===== src/rtl/core/pqsc_pkg.sv =====
`timescale 1ns / 1ps

package pqsc_pkg;

	// register map of the configuration port
	localparam int CFG_IDX_W = 2;
	localparam logic [CFG_IDX_W-1:0] CFG_PRIMARY   = 2'd0;
	localparam logic [CFG_IDX_W-1:0] CFG_SECONDARY = 2'd1;
	localparam logic [15:0] RATE_RESET = 16'd12800;

	// datapath widths
	localparam int MUL_AW = 34;
	localparam int MUL_BW = 33;
	localparam int PROD_W = MUL_AW + MUL_BW;
	localparam int ACC_W  = 96;
	localparam int TMP_W  = 58;

	localparam longint TWO32 = 64'sd4294967296;

	// 1/100 and 1/52.29578 in Q0.32
	localparam longint K_POS = (TWO32 + 100 / 2) / 100;
	localparam longint K_ANG = (64'sd100000 * TWO32 + 5229578 / 2) / 5229578;

	// one-step model, Q.32, columns x, theta, xdot, thetadot, volts
	localparam longint MODEL [4][5] = '{
		'{ TWO32,
		   (64'sd51281 * TWO32 + 64'sd100000000 / 2) / 64'sd100000000,
		   (64'sd17961 * TWO32 + 64'sd1000000 / 2) / 64'sd1000000,
		   (64'sd26781 * TWO32 + 64'sd10000000000 / 2) / 64'sd10000000000,
		   (64'sd3618 * TWO32 + 64'sd10000000 / 2) / 64'sd10000000 },
		'{ 64'sd0,
		   -((64'sd10056 * TWO32 + 64'sd10000 / 2) / 64'sd10000),
		   (64'sd46419 * TWO32 + 64'sd10000000 / 2) / 64'sd10000000,
		   -((64'sd20029 * TWO32 + 64'sd1000000 / 2) / 64'sd1000000),
		   -((64'sd82708 * TWO32 + 64'sd100000000 / 2) / 64'sd100000000) },
		'{ 64'sd0,
		   (64'sd49519 * TWO32 + 64'sd1000000 / 2) / 64'sd1000000,
		   (64'sd80322 * TWO32 + 64'sd100000 / 2) / 64'sd100000,
		   (64'sd43546 * TWO32 + 64'sd100000000 / 2) / 64'sd100000000,
		   (64'sd34913 * TWO32 + 64'sd1000000 / 2) / 64'sd1000000 },
		'{ 64'sd0,
		   -((64'sd55967 * TWO32 + 64'sd100000 / 2) / 64'sd100000),
		   (64'sd44824 * TWO32 + 64'sd100000 / 2) / 64'sd100000,
		   -((64'sd10048 * TWO32 + 64'sd10000 / 2) / 64'sd10000),
		   -((64'sd79879 * TWO32 + 64'sd1000000 / 2) / 64'sd1000000) }
	};

	// symmetric weight matrix, Q.16
	localparam longint PMAT [4][4] = '{
		'{ (64'sd3762 * 65536 + 50) / 100, (64'sd5822 * 65536 + 50) / 100,
		   (64'sd1787 * 65536 + 50) / 100, (64'sd1161 * 65536 + 50) / 100 },
		'{ (64'sd5822 * 65536 + 50) / 100, (64'sd31316 * 65536 + 50) / 100,
		   (64'sd6936 * 65536 + 50) / 100, (64'sd5609 * 65536 + 50) / 100 },
		'{ (64'sd1787 * 65536 + 50) / 100, (64'sd6936 * 65536 + 50) / 100,
		   (64'sd2981 * 65536 + 50) / 100, (64'sd1481 * 65536 + 50) / 100 },
		'{ (64'sd1161 * 65536 + 50) / 100, (64'sd5609 * 65536 + 50) / 100,
		   (64'sd1481 * 65536 + 50) / 100, (64'sd1204 * 65536 + 50) / 100 }
	};

	typedef enum logic [2:0] {
		A_KPOS,
		A_KANG,
		A_RATE,
		A_COEF,
		A_PMAT,
		A_XA
	} a_sel_t;

	typedef enum logic [2:0] {
		B_TRACK,
		B_ANGLE,
		B_DPOS,
		B_DANG,
		B_STATE,
		B_XA,
		B_TLO,
		B_THI
	} b_sel_t;

	typedef enum logic [2:0] {
		D_NONE,
		D_POS,
		D_ANG,
		D_VPOS,
		D_VANG,
		D_XA,
		D_TMP,
		D_ENERGY
	} dest_t;

	typedef struct packed {
		logic   capture;
		logic   issue;
		a_sel_t a_sel;
		b_sel_t b_sel;
		logic [1:0] row;
		logic [2:0] col;
		logic   first;
		logic   last;
		logic   hi;
		dest_t  dest;
		logic   out_load;
	} pqsc_cmd_t;

	typedef struct packed {
		logic out_free;
	} pqsc_sts_t;

endpackage


===== src/rtl/core/pqsc_ctrl.sv =====
`timescale 1ns / 1ps

module pqsc_ctrl (
	input  logic                 clk,
	input  logic                 arst_n,
	input  logic                 s_axis_tvalid,
	output logic                 s_axis_tready,
	input  pqsc_pkg::pqsc_sts_t  sts,
	output pqsc_pkg::pqsc_cmd_t  cmd
);

	typedef enum logic [2:0] {
		ST_IDLE,
		ST_POS,
		ST_VEL,
		ST_PROJ,
		ST_QUAD,
		ST_ENER,
		ST_WAIT,
		ST_DONE
	} state_t;

	state_t     state_q;
	state_t     after_q;
	state_t     next_phase;
	logic       wait_q;
	logic [1:0] row_q;
	logic [2:0] col_q;
	logic       col_last;
	logic       multi_row;

	assign s_axis_tready = (state_q == ST_IDLE);

	always_comb begin
		col_last   = 1'b0;
		multi_row  = 1'b0;
		next_phase = ST_DONE;
		unique case (state_q)
			ST_POS: begin
				col_last   = (col_q == 3'd1);
				next_phase = ST_VEL;
			end
			ST_VEL: begin
				col_last   = (col_q == 3'd1);
				next_phase = ST_PROJ;
			end
			ST_PROJ: begin
				col_last   = (col_q == 3'd4);
				multi_row  = 1'b1;
				next_phase = ST_QUAD;
			end
			ST_QUAD: begin
				col_last   = (col_q == 3'd3);
				multi_row  = 1'b1;
				next_phase = ST_ENER;
			end
			ST_ENER: begin
				col_last   = (col_q == 3'd1);
				multi_row  = 1'b1;
				next_phase = ST_DONE;
			end
			default: begin
				col_last   = 1'b0;
			end
		endcase
	end

	always_comb begin
		cmd       = '0;
		cmd.row   = row_q;
		cmd.col   = col_q;
		cmd.a_sel = pqsc_pkg::A_KPOS;
		cmd.b_sel = pqsc_pkg::B_TRACK;
		cmd.dest  = pqsc_pkg::D_NONE;
		unique case (state_q)
			ST_IDLE: begin
				cmd.capture = s_axis_tvalid;
			end
			ST_POS: begin
				cmd.issue = 1'b1;
				cmd.first = 1'b1;
				cmd.last  = 1'b1;
				cmd.a_sel = col_q[0] ? pqsc_pkg::A_KANG : pqsc_pkg::A_KPOS;
				cmd.b_sel = col_q[0] ? pqsc_pkg::B_ANGLE : pqsc_pkg::B_TRACK;
				cmd.dest  = col_q[0] ? pqsc_pkg::D_ANG : pqsc_pkg::D_POS;
			end
			ST_VEL: begin
				cmd.issue = 1'b1;
				cmd.first = 1'b1;
				cmd.last  = 1'b1;
				cmd.a_sel = pqsc_pkg::A_RATE;
				cmd.b_sel = col_q[0] ? pqsc_pkg::B_DANG : pqsc_pkg::B_DPOS;
				cmd.dest  = col_q[0] ? pqsc_pkg::D_VANG : pqsc_pkg::D_VPOS;
			end
			ST_PROJ: begin
				cmd.issue = 1'b1;
				cmd.first = (col_q == 3'd0);
				cmd.last  = col_last;
				cmd.a_sel = pqsc_pkg::A_COEF;
				cmd.b_sel = pqsc_pkg::B_STATE;
				cmd.dest  = pqsc_pkg::D_XA;
			end
			ST_QUAD: begin
				cmd.issue = 1'b1;
				cmd.first = (col_q == 3'd0);
				cmd.last  = col_last;
				cmd.a_sel = pqsc_pkg::A_PMAT;
				cmd.b_sel = pqsc_pkg::B_XA;
				cmd.dest  = pqsc_pkg::D_TMP;
			end
			ST_ENER: begin
				// low then high half of each row product, one running sum
				cmd.issue = 1'b1;
				cmd.first = (row_q == 2'd0) && (col_q == 3'd0);
				cmd.last  = (row_q == 2'd3) && col_last;
				cmd.hi    = col_q[0];
				cmd.a_sel = pqsc_pkg::A_XA;
				cmd.b_sel = col_q[0] ? pqsc_pkg::B_THI : pqsc_pkg::B_TLO;
				cmd.dest  = pqsc_pkg::D_ENERGY;
			end
			ST_WAIT: begin
				cmd.issue = 1'b0;
			end
			ST_DONE: begin
				cmd.out_load = sts.out_free;
			end
		endcase
	end

	always_ff @(posedge clk or negedge arst_n) begin
		if (!arst_n) begin
			state_q <= ST_IDLE;
			after_q <= ST_IDLE;
			wait_q  <= 1'b0;
			row_q   <= '0;
			col_q   <= '0;
		end else begin
			unique case (state_q)
				ST_IDLE: begin
					row_q <= '0;
					col_q <= '0;
					if (s_axis_tvalid) begin
						state_q <= ST_POS;
					end
				end
				ST_POS, ST_VEL, ST_PROJ, ST_QUAD, ST_ENER: begin
					if (col_last) begin
						col_q <= '0;
						if (!multi_row || row_q == 2'd3) begin
							// wait for the last sum to reach its register
							row_q   <= '0;
							wait_q  <= 1'b1;
							after_q <= next_phase;
							state_q <= ST_WAIT;
						end else begin
							row_q <= row_q + 2'd1;
						end
					end else begin
						col_q <= col_q + 3'd1;
					end
				end
				ST_WAIT: begin
					if (wait_q) begin
						wait_q <= 1'b0;
					end else begin
						state_q <= after_q;
					end
				end
				ST_DONE: begin
					if (sts.out_free) begin
						state_q <= ST_IDLE;
					end
				end
			endcase
		end
	end

endmodule


===== src/rtl/core/pqsc_dp.sv =====
`timescale 1ns / 1ps

module pqsc_dp (
	input  logic                                 clk,
	input  logic                                 arst_n,
	input  logic                                 cfg_valid,
	input  logic [pqsc_pkg::CFG_IDX_W-1:0]       cfg_index,
	input  logic [15:0]                          cfg_data,
	input  logic                                 s_axis_tuser,
	input  logic [95:0]                          s_axis_tdata,
	input  logic                                 m_axis_tready,
	output logic                                 m_axis_tvalid,
	output logic [47:0]                          m_axis_tdata,
	output logic                                 m_axis_tuser,
	input  pqsc_pkg::pqsc_cmd_t                  cmd,
	output pqsc_pkg::pqsc_sts_t                  sts
);

	typedef struct packed {
		logic               sat;
		logic signed [31:0] val;
	} clip32_t;

	typedef struct packed {
		logic               sat;
		logic signed [47:0] val;
	} clip48_t;

	function automatic clip32_t clip32(input logic signed [pqsc_pkg::ACC_W-1:0] v);
		clip32_t r;
		logic [pqsc_pkg::ACC_W-32:0] top;
		top   = v[pqsc_pkg::ACC_W-1:31];
		r.sat = !((&top) || (~|top));
		if (r.sat) begin
			r.val = v[pqsc_pkg::ACC_W-1] ? 32'sh80000000 : 32'sh7fffffff;
		end else begin
			r.val = v[31:0];
		end
		return r;
	endfunction

	function automatic clip48_t clip48(input logic signed [pqsc_pkg::ACC_W-1:0] v);
		clip48_t r;
		logic [pqsc_pkg::ACC_W-48:0] top;
		top   = v[pqsc_pkg::ACC_W-1:47];
		r.sat = !((&top) || (~|top));
		if (r.sat) begin
			r.val = v[pqsc_pkg::ACC_W-1] ? 48'sh800000000000 : 48'sh7fffffffffff;
		end else begin
			r.val = v[47:0];
		end
		return r;
	endfunction

	logic [15:0] primary_rate_q;
	logic [15:0] secondary_rate_q;

	logic               op_q;
	logic signed [31:0] ang_q;
	logic signed [31:0] trk_q;
	logic signed [31:0] drv_q;
	logic signed [31:0] last_pos_q;
	logic signed [31:0] last_ang_q;

	// x, theta, xdot, thetadot; volts come straight from drv_q
	logic signed [31:0] vec_q [4];
	logic signed [31:0] xa_q  [4];
	logic signed [pqsc_pkg::TMP_W-1:0] tmp_q [4];
	logic signed [47:0] energy_q;
	logic               sat_q;

	logic signed [pqsc_pkg::MUL_AW-1:0] a_op;
	logic signed [pqsc_pkg::MUL_BW-1:0] b_op;
	logic signed [32:0] dpos;
	logic signed [32:0] dang;
	logic [15:0]        rate;

	logic signed [pqsc_pkg::PROD_W-1:0] prod_s1;
	logic               v_s1;
	logic               first_s1;
	logic               last_s1;
	logic               hi_s1;
	pqsc_pkg::dest_t    dest_s1;
	logic [1:0]         row_s1;

	logic signed [pqsc_pkg::ACC_W-1:0] acc_q;
	logic signed [pqsc_pkg::ACC_W-1:0] addend;
	logic signed [pqsc_pkg::ACC_W-1:0] bias;
	logic               wb_s2;
	pqsc_pkg::dest_t    dest_s2;
	logic [1:0]         row_s2;

	clip32_t c_vel;
	clip32_t c_xa;
	clip48_t c_en;

	logic               m_tvalid_q;
	logic [47:0]        m_tdata_q;
	logic               m_tuser_q;

	assign rate = op_q ? secondary_rate_q : primary_rate_q;
	assign dpos = 33'(vec_q[0]) - 33'(last_pos_q);
	assign dang = 33'(vec_q[1]) - 33'(last_ang_q);

	always_comb begin
		unique case (cmd.a_sel)
			pqsc_pkg::A_KPOS: a_op = pqsc_pkg::MUL_AW'(pqsc_pkg::K_POS);
			pqsc_pkg::A_KANG: a_op = pqsc_pkg::MUL_AW'(pqsc_pkg::K_ANG);
			pqsc_pkg::A_RATE: a_op = pqsc_pkg::MUL_AW'(rate);
			pqsc_pkg::A_COEF: a_op = pqsc_pkg::MUL_AW'(pqsc_pkg::MODEL[cmd.row][cmd.col]);
			pqsc_pkg::A_PMAT: a_op = pqsc_pkg::MUL_AW'(pqsc_pkg::PMAT[cmd.row][cmd.col[1:0]]);
			pqsc_pkg::A_XA:   a_op = pqsc_pkg::MUL_AW'(xa_q[cmd.row]);
			default:          a_op = '0;
		endcase
	end

	always_comb begin
		unique case (cmd.b_sel)
			pqsc_pkg::B_TRACK: b_op = pqsc_pkg::MUL_BW'(trk_q);
			pqsc_pkg::B_ANGLE: b_op = pqsc_pkg::MUL_BW'(ang_q);
			pqsc_pkg::B_DPOS:  b_op = pqsc_pkg::MUL_BW'(dpos);
			pqsc_pkg::B_DANG:  b_op = pqsc_pkg::MUL_BW'(dang);
			pqsc_pkg::B_STATE: begin
				b_op = (cmd.col == 3'd4) ? pqsc_pkg::MUL_BW'(drv_q)
				                         : pqsc_pkg::MUL_BW'(vec_q[cmd.col[1:0]]);
			end
			pqsc_pkg::B_XA:    b_op = pqsc_pkg::MUL_BW'(xa_q[cmd.col[1:0]]);
			// row sum split so each product stays within the multiplier
			pqsc_pkg::B_TLO:   b_op = $signed({1'b0, tmp_q[cmd.row][31:0]});
			pqsc_pkg::B_THI:   b_op = pqsc_pkg::MUL_BW'($signed(tmp_q[cmd.row][pqsc_pkg::TMP_W-1:32]));
		endcase
	end

	// round half up: bias added once at the start of each rounded sum; tmp sums take none
	always_comb begin
		unique case (dest_s1)
			pqsc_pkg::D_POS, pqsc_pkg::D_ANG, pqsc_pkg::D_XA:
				bias = pqsc_pkg::ACC_W'(1) <<< 31;
			pqsc_pkg::D_VPOS, pqsc_pkg::D_VANG:
				bias = pqsc_pkg::ACC_W'(1) <<< 7;
			pqsc_pkg::D_ENERGY:
				bias = pqsc_pkg::ACC_W'(1) <<< 23;
			default:
				bias = '0;
		endcase
	end

	assign addend = hi_s1 ? (pqsc_pkg::ACC_W'(prod_s1) <<< 32) : pqsc_pkg::ACC_W'(prod_s1);

	assign c_vel = clip32(acc_q >>> 8);
	assign c_xa  = clip32(acc_q >>> 32);
	assign c_en  = clip48(acc_q >>> 24);

	always_ff @(posedge clk or negedge arst_n) begin
		if (!arst_n) begin
			primary_rate_q   <= pqsc_pkg::RATE_RESET;
			secondary_rate_q <= pqsc_pkg::RATE_RESET;
		end else if (cfg_valid) begin
			if (cfg_index == pqsc_pkg::CFG_PRIMARY) begin
				primary_rate_q <= cfg_data;
			end else if (cfg_index == pqsc_pkg::CFG_SECONDARY) begin
				secondary_rate_q <= cfg_data;
			end
		end
	end

	always_ff @(posedge clk or negedge arst_n) begin
		if (!arst_n) begin
			v_s1       <= 1'b0;
			first_s1   <= 1'b0;
			last_s1    <= 1'b0;
			hi_s1      <= 1'b0;
			dest_s1    <= pqsc_pkg::D_NONE;
			row_s1     <= '0;
			wb_s2      <= 1'b0;
			dest_s2    <= pqsc_pkg::D_NONE;
			row_s2     <= '0;
			last_pos_q <= '0;
			last_ang_q <= '0;
			sat_q      <= 1'b0;
			m_tvalid_q <= 1'b0;
		end else begin
			v_s1     <= cmd.issue;
			first_s1 <= cmd.first;
			last_s1  <= cmd.issue && cmd.last;
			hi_s1    <= cmd.hi;
			dest_s1  <= cmd.dest;
			row_s1   <= cmd.row;
			wb_s2    <= v_s1 && last_s1;
			dest_s2  <= dest_s1;
			row_s2   <= row_s1;

			if (cmd.capture) begin
				sat_q <= 1'b0;
			end else if (wb_s2) begin
				unique case (dest_s2)
					pqsc_pkg::D_VPOS: begin
						last_pos_q <= vec_q[0];
						sat_q      <= sat_q | c_vel.sat;
					end
					pqsc_pkg::D_VANG: begin
						last_ang_q <= vec_q[1];
						sat_q      <= sat_q | c_vel.sat;
					end
					pqsc_pkg::D_XA:     sat_q <= sat_q | c_xa.sat;
					pqsc_pkg::D_ENERGY: sat_q <= sat_q | c_en.sat;
					default:            sat_q <= sat_q;
				endcase
			end

			if (cmd.out_load) begin
				m_tvalid_q <= 1'b1;
			end else if (m_axis_tready) begin
				m_tvalid_q <= 1'b0;
			end
		end
	end

	always_ff @(posedge clk) begin
		if (cmd.capture) begin
			op_q  <= s_axis_tuser;
			ang_q <= s_axis_tdata[31:0];
			trk_q <= s_axis_tdata[63:32];
			drv_q <= s_axis_tdata[95:64];
		end

		if (cmd.issue) begin
			prod_s1 <= a_op * b_op;
		end

		if (v_s1) begin
			acc_q <= first_s1 ? (bias + addend) : (acc_q + addend);
		end

		if (wb_s2) begin
			unique case (dest_s2)
				pqsc_pkg::D_POS:    vec_q[0]       <= acc_q[63:32];
				pqsc_pkg::D_ANG:    vec_q[1]       <= acc_q[63:32];
				pqsc_pkg::D_VPOS:   vec_q[2]       <= c_vel.val;
				pqsc_pkg::D_VANG:   vec_q[3]       <= c_vel.val;
				pqsc_pkg::D_XA:     xa_q[row_s2]   <= c_xa.val;
				pqsc_pkg::D_TMP:    tmp_q[row_s2]  <= acc_q[pqsc_pkg::TMP_W-1:0];
				pqsc_pkg::D_ENERGY: energy_q       <= c_en.val;
				default:            energy_q       <= energy_q;
			endcase
		end

		if (cmd.out_load) begin
			m_tdata_q <= energy_q;
			m_tuser_q <= sat_q;
		end
	end

	assign sts.out_free  = !m_tvalid_q || m_axis_tready;
	assign m_axis_tvalid = m_tvalid_q;
	assign m_axis_tdata  = m_tdata_q;
	assign m_axis_tuser  = m_tuser_q;

	a_out_load_free: assert property (@(posedge clk) disable iff (!arst_n)
		cmd.out_load |-> (!m_tvalid_q || m_axis_tready))
		else $error("result loaded over a beat not yet taken");

	a_sum_continues: assert property (@(posedge clk) disable iff (!arst_n)
		(v_s1 && !first_s1) |-> $past(v_s1 && !last_s1))
		else $error("accumulation continued across a closed sum");

	a_capture_quiet: assert property (@(posedge clk) disable iff (!arst_n)
		cmd.capture |-> (!v_s1 && !wb_s2))
		else $error("new sample taken while the pipeline is busy");

endmodule


===== src/rtl/core/projected_quadratic_safety_check.sv =====
`timescale 1ns / 1ps

// Cart-pole safety energy. Each input beat carries the pendulum angle, the cart
// position and the drive voltage (signed Q16.16); tuser picks the primary (0) or
// secondary (1) sample rate, both written over the cfg port (index 0 and 1,
// unsigned Q8.8, reset 50.0). The block scales position and angle, forms the
// velocities against the previous sample, projects the state one step with the
// fixed model and returns xa'*P*xa as signed Q24.24 on m_axis_tdata, with
// m_axis_tuser set when the energy or any velocity or projected element was
// clipped. The result goes to the output register and s_axis_tready is high again
// in the next cycle; a new sample is not accepted before then, as all 48
// multiplies go through one shared 34x33 multiply-accumulate unit, with a drain
// after each of the five steps so the next step sees the previous step's results.
// The next sample is accepted while a result still waits; a result not taken
// holds the block before its next output.
module projected_quadratic_safety_check (
	input  logic                           clk,
	input  logic                           arst_n,
	input  logic                           cfg_valid,
	output logic                           cfg_ready,
	input  logic [pqsc_pkg::CFG_IDX_W-1:0] cfg_index,
	input  logic [15:0]                    cfg_data,
	input  logic                           s_axis_tvalid,
	output logic                           s_axis_tready,
	input  logic [95:0]                    s_axis_tdata,  // angle_deg, track_cm, drive_volts
	input  logic                           s_axis_tuser,  // operation
	output logic                           m_axis_tvalid,
	input  logic                           m_axis_tready,
	output logic [47:0]                    m_axis_tdata,  // energy
	output logic                           m_axis_tuser   // saturated
);

	pqsc_pkg::pqsc_cmd_t cmd;
	pqsc_pkg::pqsc_sts_t sts;

	assign cfg_ready = 1'b1;

	pqsc_ctrl u_ctrl (
		.clk           (clk),
		.arst_n        (arst_n),
		.s_axis_tvalid (s_axis_tvalid),
		.s_axis_tready (s_axis_tready),
		.sts           (sts),
		.cmd           (cmd)
	);

	pqsc_dp u_dp (
		.clk           (clk),
		.arst_n        (arst_n),
		.cfg_valid     (cfg_valid),
		.cfg_index     (cfg_index),
		.cfg_data      (cfg_data),
		.s_axis_tuser  (s_axis_tuser),
		.s_axis_tdata  (s_axis_tdata),
		.m_axis_tready (m_axis_tready),
		.m_axis_tvalid (m_axis_tvalid),
		.m_axis_tdata  (m_axis_tdata),
		.m_axis_tuser  (m_axis_tuser),
		.cmd           (cmd),
		.sts           (sts)
	);

endmodule


===== config.mk =====
export PLATFORM = sky130hd
export DESIGN_NAME = projected_quadratic_safety_check
export DESIGN_NICKNAME = d
export VERILOG_FILES = /design/src/rtl/core/pqsc_pkg.sv /design/src/rtl/core/pqsc_ctrl.sv /design/src/rtl/core/pqsc_dp.sv /design/src/rtl/core/projected_quadratic_safety_check.sv
export SDC_FILE = /design/constraint.sdc
export NUM_CORES = 2
export LEC_CHECK = 0
export ABC_CLOCK_PERIOD_IN_PS = 12600
export BUFFER_PORTS_ARGS = -buffer_cell sky130_fd_sc_hd__buf_4
export CAP_MARGIN = 20
export CORE_ASPECT_RATIO = 0.7
export CORE_UTILIZATION = 50
export CTS_CLUSTER_DIAMETER = 40
export DETAILED_ROUTE_END_ITERATION = 8
export MAX_ROUTING_LAYER = met4
export PLACE_DENSITY = 0.66
export SYNTH_ARGS = -nofsm -noshare
export SYNTH_HDL_FRONTEND = slang
export SYNTH_SLANG_ARGS = --single-unit

===== constraint.sdc =====
create_clock -name clk -period 12.6 [get_ports clk]
set_input_delay 0.63 -clock clk [delete_from_list [all_inputs] [get_ports clk]]
set_output_delay 0.63 -clock clk [all_outputs]
set_load 0.01 [all_outputs]

Yosys cells after proc, flatten, opt, wreduce, memory -nomap -nowiden
Memories as Yosys holds them, arrays and structs flattened.
Index checks and enable logic that the tools add are counted.
W data, S select, Z words.
{ "totals": {"register_bits": 482, "mem_bits_rw": 488, "output_inout_bits": 52, "word_cells": 232, "memories": 3} }
{ "classes": {"n_addsub": 6, "multipliers": 1, "order_cmp": 3, "eq_ne": 42, "muxes": 85, "bitwise_logic": 8, "reduce_logical": 55} }
{ "mem_list": {"columns": ["memory", "words", "word_bits", "read_ports", "rd_clocked_by_memory_dff", "write_ports", "line", "text"], "rows": [
  ["u_dp.tmp_q", 4, 58, 1, 0, 1, "pqsc_dp.sv:68", "logic signed [pqsc_pkg::TMP_W-1:0] tmp_q [4];"],
  ["u_dp.vec_q", 4, 32, 3, 0, 1, "pqsc_dp.sv:66", "logic signed [31:0] vec_q [4];"],
  ["u_dp.xa_q", 4, 32, 2, 0, 1, "pqsc_dp.sv:67", "logic signed [31:0] xa_q [4];"]
]} }
{ "op_table": {"columns": ["operator", "n"], "rows": [
  ["$bmux W320 S2", 1],
  ["$mux W320", 2],
  ["$bmux W256 S2", 1],
  ["$mux W256", 2],
  ["$pmux W33 S8", 1],
  ["$pmux W34 S6", 1],
  ["$bmux W64 S3", 1],
  ["$mux W32", 6],
  ["$mux W96", 2],
  ["$mux W34", 4],
  ["$bmux W64 S2", 1],
  ["$add A33 B96 Y96", 1],
  ["$add A96 B96 Y96", 1],
  ["$mux W48", 2],
  ["$pmux W32 S3", 1],
  ["$reduce_or A32 Y1", 3],
  ["$mul A34 B33 Y67", 1],
  ["$sub A32 B32 Y33", 2],
  ["$reduce_and A57 Y1", 1],
  ["$reduce_or A57 Y1", 1],
  ["$eq A3 B3 Y1 const B", 18],
  ["$mux W1", 35],
  ["$eq A3 B2 Y1 const B", 11],
  ["$mux W33", 1],
  ["41 further kinds", 100]
]} }

Logic depth before layout (Yosys ltp)
{ "depth": {"ltp_word": 9, "depth_mapped": 44, "depth_no_buf": 40} }

Modules after synthesis
A second synthesis with hierarchy kept.
{ "hier_totals": {"cells_unflattened": 8310, "hier_area_um2": 89205.6} }
{ "by_module_without_submodules": {"columns": ["mod", "n_inst", "cells_per_inst", "area_per_inst_um2", "seq_area_each_um2"], "rows": [
  ["pqsc_dp", 1, 8162, 88080.7, 28209.6],
  ["pqsc_ctrl", 1, 146, 1113.6, 300.3],
  ["projected_quadratic_safety_check", 1, 2, 11.3, 0.0]
]} }

Least setup slack after synthesis
No wires, ideal clock.
{ "synth_path": {"path_type": "register to register", "startpoint": "register u_ctrl.col_q[0]", "endpoint": "register u_dp.prod_s1[65] in the netlist's numbering (data pin)", "setup_time_ns": 0.274, "arrival_ns": 10.313, "slack_ns": 2.013, "stages_incl_launch_ff": 41, "synth_period_minus_slack_ns": 10.587, "cell_sequence": "dfrtp_1 buf_2 inv_1 clkbuf_1 clkbuf_1 clkbuf_1 ha_1 and3_1 clkbuf_1 buf_2 buf_2 a21oi_1 o2111ai_1 o22a_1 clkbuf_1 clkbuf_1 nand2_1 fa_1 [5 not listed] inv_1 fa_1 fa_1 fa_1 fa_1 ha_1 clkbuf_1 a21o_1 a21o_1 a21o_1 a21oi_1 inv_1 a221oi_1 o22ai_1 a41o_1 nor4_1 o41ai_1 xor2_1"} }
{ "synth_between": {"elab_chain_cells": 6, "elab_cells_between_ends": 33, "cone_classes": "1 x mul; 13 x eq/ne; 13 x mux; 2 x bitwise; 2 x reduce/logical; 2 x memory"} }
{ "synth_lines": {"columns": ["element", "line", "text"], "rows": [
  ["start: declaration", "pqsc_ctrl.sv:28", "logic [2:0] col_q;"],
  ["start signal: assignment", "pqsc_ctrl.sv:159", "col_q <= col_q + 3'd1;"],
  ["$not A3 Y4 (not written as such) / $not A2 Y3 (equally long branches)", "pqsc_dp.sv:110, pqsc_dp.sv:111", null],
  ["$bmux W64 S3 / $bmux W64 S2 (equally long branches)", "pqsc_dp.sv:110, pqsc_dp.sv:111", null],
  ["$mux W34 (on tied branches) (2 in series)", "pqsc_dp.sv:110, pqsc_dp.sv:111", null],
  ["$pmux W34 S6", "pqsc_dp.sv:106", "unique case (cmd.a_sel)"],
  ["$mul A34 B33 Y67 *", "pqsc_dp.sv:228", "prod_s1 <= a_op * b_op;"],
  ["end signal: assignment", "pqsc_dp.sv:228", null],
  ["end: declaration", "pqsc_dp.sv:78", "logic signed [pqsc_pkg::PROD_W-1:0] prod_s1;"]
]} }
Mark *: on every way between the ends. The rest lies on a longest branch, timed or not. The select of a mux whose other input is x is not followed.
A chain may end at the register's enable or synchronous reset.

Worst setup path after layout
{ "layout_path": {"startpoint": "register u_ctrl.state_q[2]", "endpoint": "register u_dp.prod_s1[65] in the netlist's numbering (data pin)"} }
{ "layout_between": {"elab_chain_cells": 5, "elab_cells_between_ends": 23, "cone_classes": "1 x mul; 17 x eq/ne; 3 x mux; 2 x reduce/logical"} }
{ "layout_lines": {"columns": ["element", "line", "text"], "rows": [
  ["start: declaration", "pqsc_ctrl.sv:23", "state_t state_q;"],
  ["start signal: assignment", "pqsc_ctrl.sv:166", "state_q <= after_q;"],
  ["$eq A3 B3 Y1 (tied with other cells)", "pqsc_ctrl.sv:75", "unique case (state_q)"],
  ["$pmux W6 S5 *", "pqsc_ctrl.sv:75", null],
  ["$eq A3 B3 Y1 (tied with other cells)", "pqsc_dp.sv:118", "unique case (cmd.b_sel)"],
  ["$pmux W33 S8 / $pmux W34 S6 (equally long branches)", "pqsc_dp.sv:118, pqsc_dp.sv:106", null],
  ["$mul A34 B33 Y67 *", "pqsc_dp.sv:228", null]
]} }
Mark *: on every way between the ends. The rest lies on a longest branch, timed or not.

==> reports/results.txt <==
Worst Skew: 89.8 ps
Nature of the critical path startpoint: flop
Critical path fanouts, max: 21
Vias in the first global route: 65706
Placed wire-length estimate: 250000 µm
Wire per inst: 29.7 µm
PnR worst setup slack: 530 ps
Die X: 505 µm
First-pass GRT wire length: 467000 µm
Critical path class: reg -> reg
Yosys warns: 0
WHS Path Cells: 1
Ys async rst share: 0.129
RSZ-0062 raised after global routing: false
FP Rows: 128
Die height: 354 µm
Core area: 175000 µm²
Multi-input logic area: 54000 µm²
Critical path's slowest cell: fa_1
Via/cell ratio: 6.15
Io pins: 172
Drt total wl: 320000 µm
Clock buffer count from CTS: 119
Min-delay src: s_axis_tdata[60]
Detailed-route DRC error count: 0
Postcts setup bufs: 0
Register area share after synthesis: 0.322
Status: complete, but fails checks
Setup_tns: 0 ps
CTS tree: built
Final hold viol count: 0
Reg-to-Reg End: u_dp.prod_s1[65]
Max-slew violation count: 1
Register Area: 28500 µm²
Antenna violations before repair: 21
Worst slew margin: -0.0536
Crit path time final: 12070 ps
Share of the synthesized area in the top cell type: 0.287
Count leader, synth: nand2_1
Required time worst endpoint: 13130 ps
Area grow syn2layout: 10.6%
Net Count, Synth: 9872
Worst EP arrival: 12600 ps
Final setup fails: 0
Synthesized flop and latch total: 970
Overall global routing resource usage: 0.374
Post-synth top area cell: edfxtp_1
Fmax: 82.9 MHz
GRT Residual Overflow: 0
TritonCTS Sinks: 970
1st-iter DRT viols: 9498
Mapped Area: 88400 µm²
Syn_area_per_cell: 10.8 µm²
Synth Flop Type: edfxtp_1
Full die area: 179000 µm²
Worst Max-Slew Pin Slew: 1580 ps
MaxCap Viol Count: 0
Detailed-route via count: 66241
Post-synth EDFFs: 845
Failing checks: slew limit
Cell mode on critical path: fa_1
1st-pass router iterations: 6
Yosys cell types: 101
Pre-CTS WS: 497 ps
Hold worst-path end: u_dp.trk_q[28]
Port Buffers: 170
Share of layout cells above drive strength 1: 0.116
Fin nets: 9999
Worst-skew pair later-pin latency: 810 ps
Fillers: 14809
Most frequent cells after synthesis: nand2_1 (1245), inv_1 (1198), fa_1 (1180), edfxtp_1 (845), ha_1 (387)
Worst path max stage delay: 820 ps
Final Cycle Share: 0.958
Pin count of the biggest net entering global routing: 112
Clock transition at the registers of the reported paths: 60 ps
Critical path endpoint category: flop
Top cells by area, synth: edfxtp_1 (29%), fa_1 (27%), ha_1 (5.5%)
Max clock buf depth: 3
FF-to-FF Start: u_ctrl.state_q[2]
R2R depth: 34
Post-Synthesis Cells: 8185
H-tree levels: 3
Root Driver: clkbuf_16
R2r setup slk: 530 ps
RePlAce Congestion: 1.05
Starting Density: 0.506
Worst hold-check path type: in -> reg
Final ANT Viol Nets: 0
-- cell families after synthesis --
kind of cell	count (synthesis)	share of synthesized area
simple gates	2335	0.121
buf+inv	1648	0.0714
fa+ha+maj	1567	0.322
compound gates	1164	0.0865
flops	970	0.322
mux	293	0.0561
xor+xnor	207	0.0205
other cells	1	0.0000424
-- worst max-delay path: cells and delay by family (launching register included) --
kind                     cells  cell delay, ps
adder cells (fa/ha/maj)      9            4700
AND/OR/NAND/NOR              7            2990
AO/OA/AOI/OAI               10            2430
buffers and inverters        7             930
flip-flops                   1             610
XOR/XNOR                     1             150
-- sequential cells by signal (all words and copies together), names as in the netlist, 16 cells and up --
| register | count |
|---|---|
| u_dp.secondary_rate_q | 16 |
| u_dp.prod_s1 | 67 |
| u_dp.trk_q | 32 |
| u_dp.acc_q | 96 |
| u_dp.vec_q | 128 |
| u_dp.last_ang_q | 32 |
| u_dp.energy_q | 48 |
| u_dp.drv_q | 32 |
| u_dp.xa_q | 128 |
| u_dp.tmp_q | 232 |
| u_dp.ang_q | 32 |
| u_dp.primary_rate_q | 16 |
| u_dp.last_pos_q | 32 |
| u_dp.m_axis_tdata | 48 |
-- layout make-up --
class,instances,share of cell area
Multi-Input combinational cell,5567,0.552
Sequential cell,970,0.292
Inverter,1198,0.0460
Timing Repair Buffer,456,0.0382
Clock buffer,146,0.0320
Tap cell,2340,0.0299
Clock inverter,76,0.00951
Antenna cell,13,0.000333
-- cells in the final DEF (no fill, tap or decap), types with 38 or more instances in the layout --
master,instances
edfxtp_1,845
o21ai_0,221
xor2_1,72
dfrtp_1,112
mux2i_1,40
xnor2_1,135
nand3_1,130
and2_1,103
mux4_2,152
nand2_1,1243
nor3_1,79
o211ai_1,38
a221oi_1,43
nor2_1,233
nor2b_1,207
dlygate4sd3_1,60
fa_1,1180
inv_1,1197
nand4_1,65
nand2b_1,100
a21o_1,174
a21oi_1,334
clkbuf_16,119
buf_4,381
ha_1,387
mux2_2,101
-- worst max-delay path by stage --
stage,from,to,cells past startpoint
after CTS,u_ctrl.state_q[2],u_dp.prod_s1[65],36
after floorplan,u_ctrl.col_q[0],u_dp.prod_s1[65],40
after global routing,u_ctrl.state_q[2],u_dp.prod_s1[60],35
final,u_ctrl.state_q[2],u_dp.prod_s1[65],34
after global placement,u_ctrl.state_q[2],u_dp.prod_s1[65],36
after detailed placement,u_ctrl.state_q[2],u_dp.prod_s1[65],36
-- routing by layer --
layer,track usage,up-vias,share of wire
met4,0.0926,0,0.029
met1,0.549,33837,0.42
met5,-,-,0
met3,0.169,481,0.17
li1,-,27481,-
met2,0.459,4442,0.38
-- stage by stage --
stage                     std cells   util  cell area (µm²)  hold slack (ps)
after floorplan                8185      -            88400              331
after global placement        10459  0.531            92900              335
after detailed placement      10464  0.532            93000              337
after CTS                     10746  0.559            97600             4.40
after global routing          10765  0.560            97800             17.5
final                         10766  0.560            97800             52.8
-- timing repair --
item,CTS,global route
setup endpoints to repair,0,7
hold buffers,60,0
endpoints found under the hold margin,99,0
resized for setup,0,1
Power is left out: the tool's default activity adds up to more than one toggle a clock period on the data nets, which glitch-free logic cannot reach.
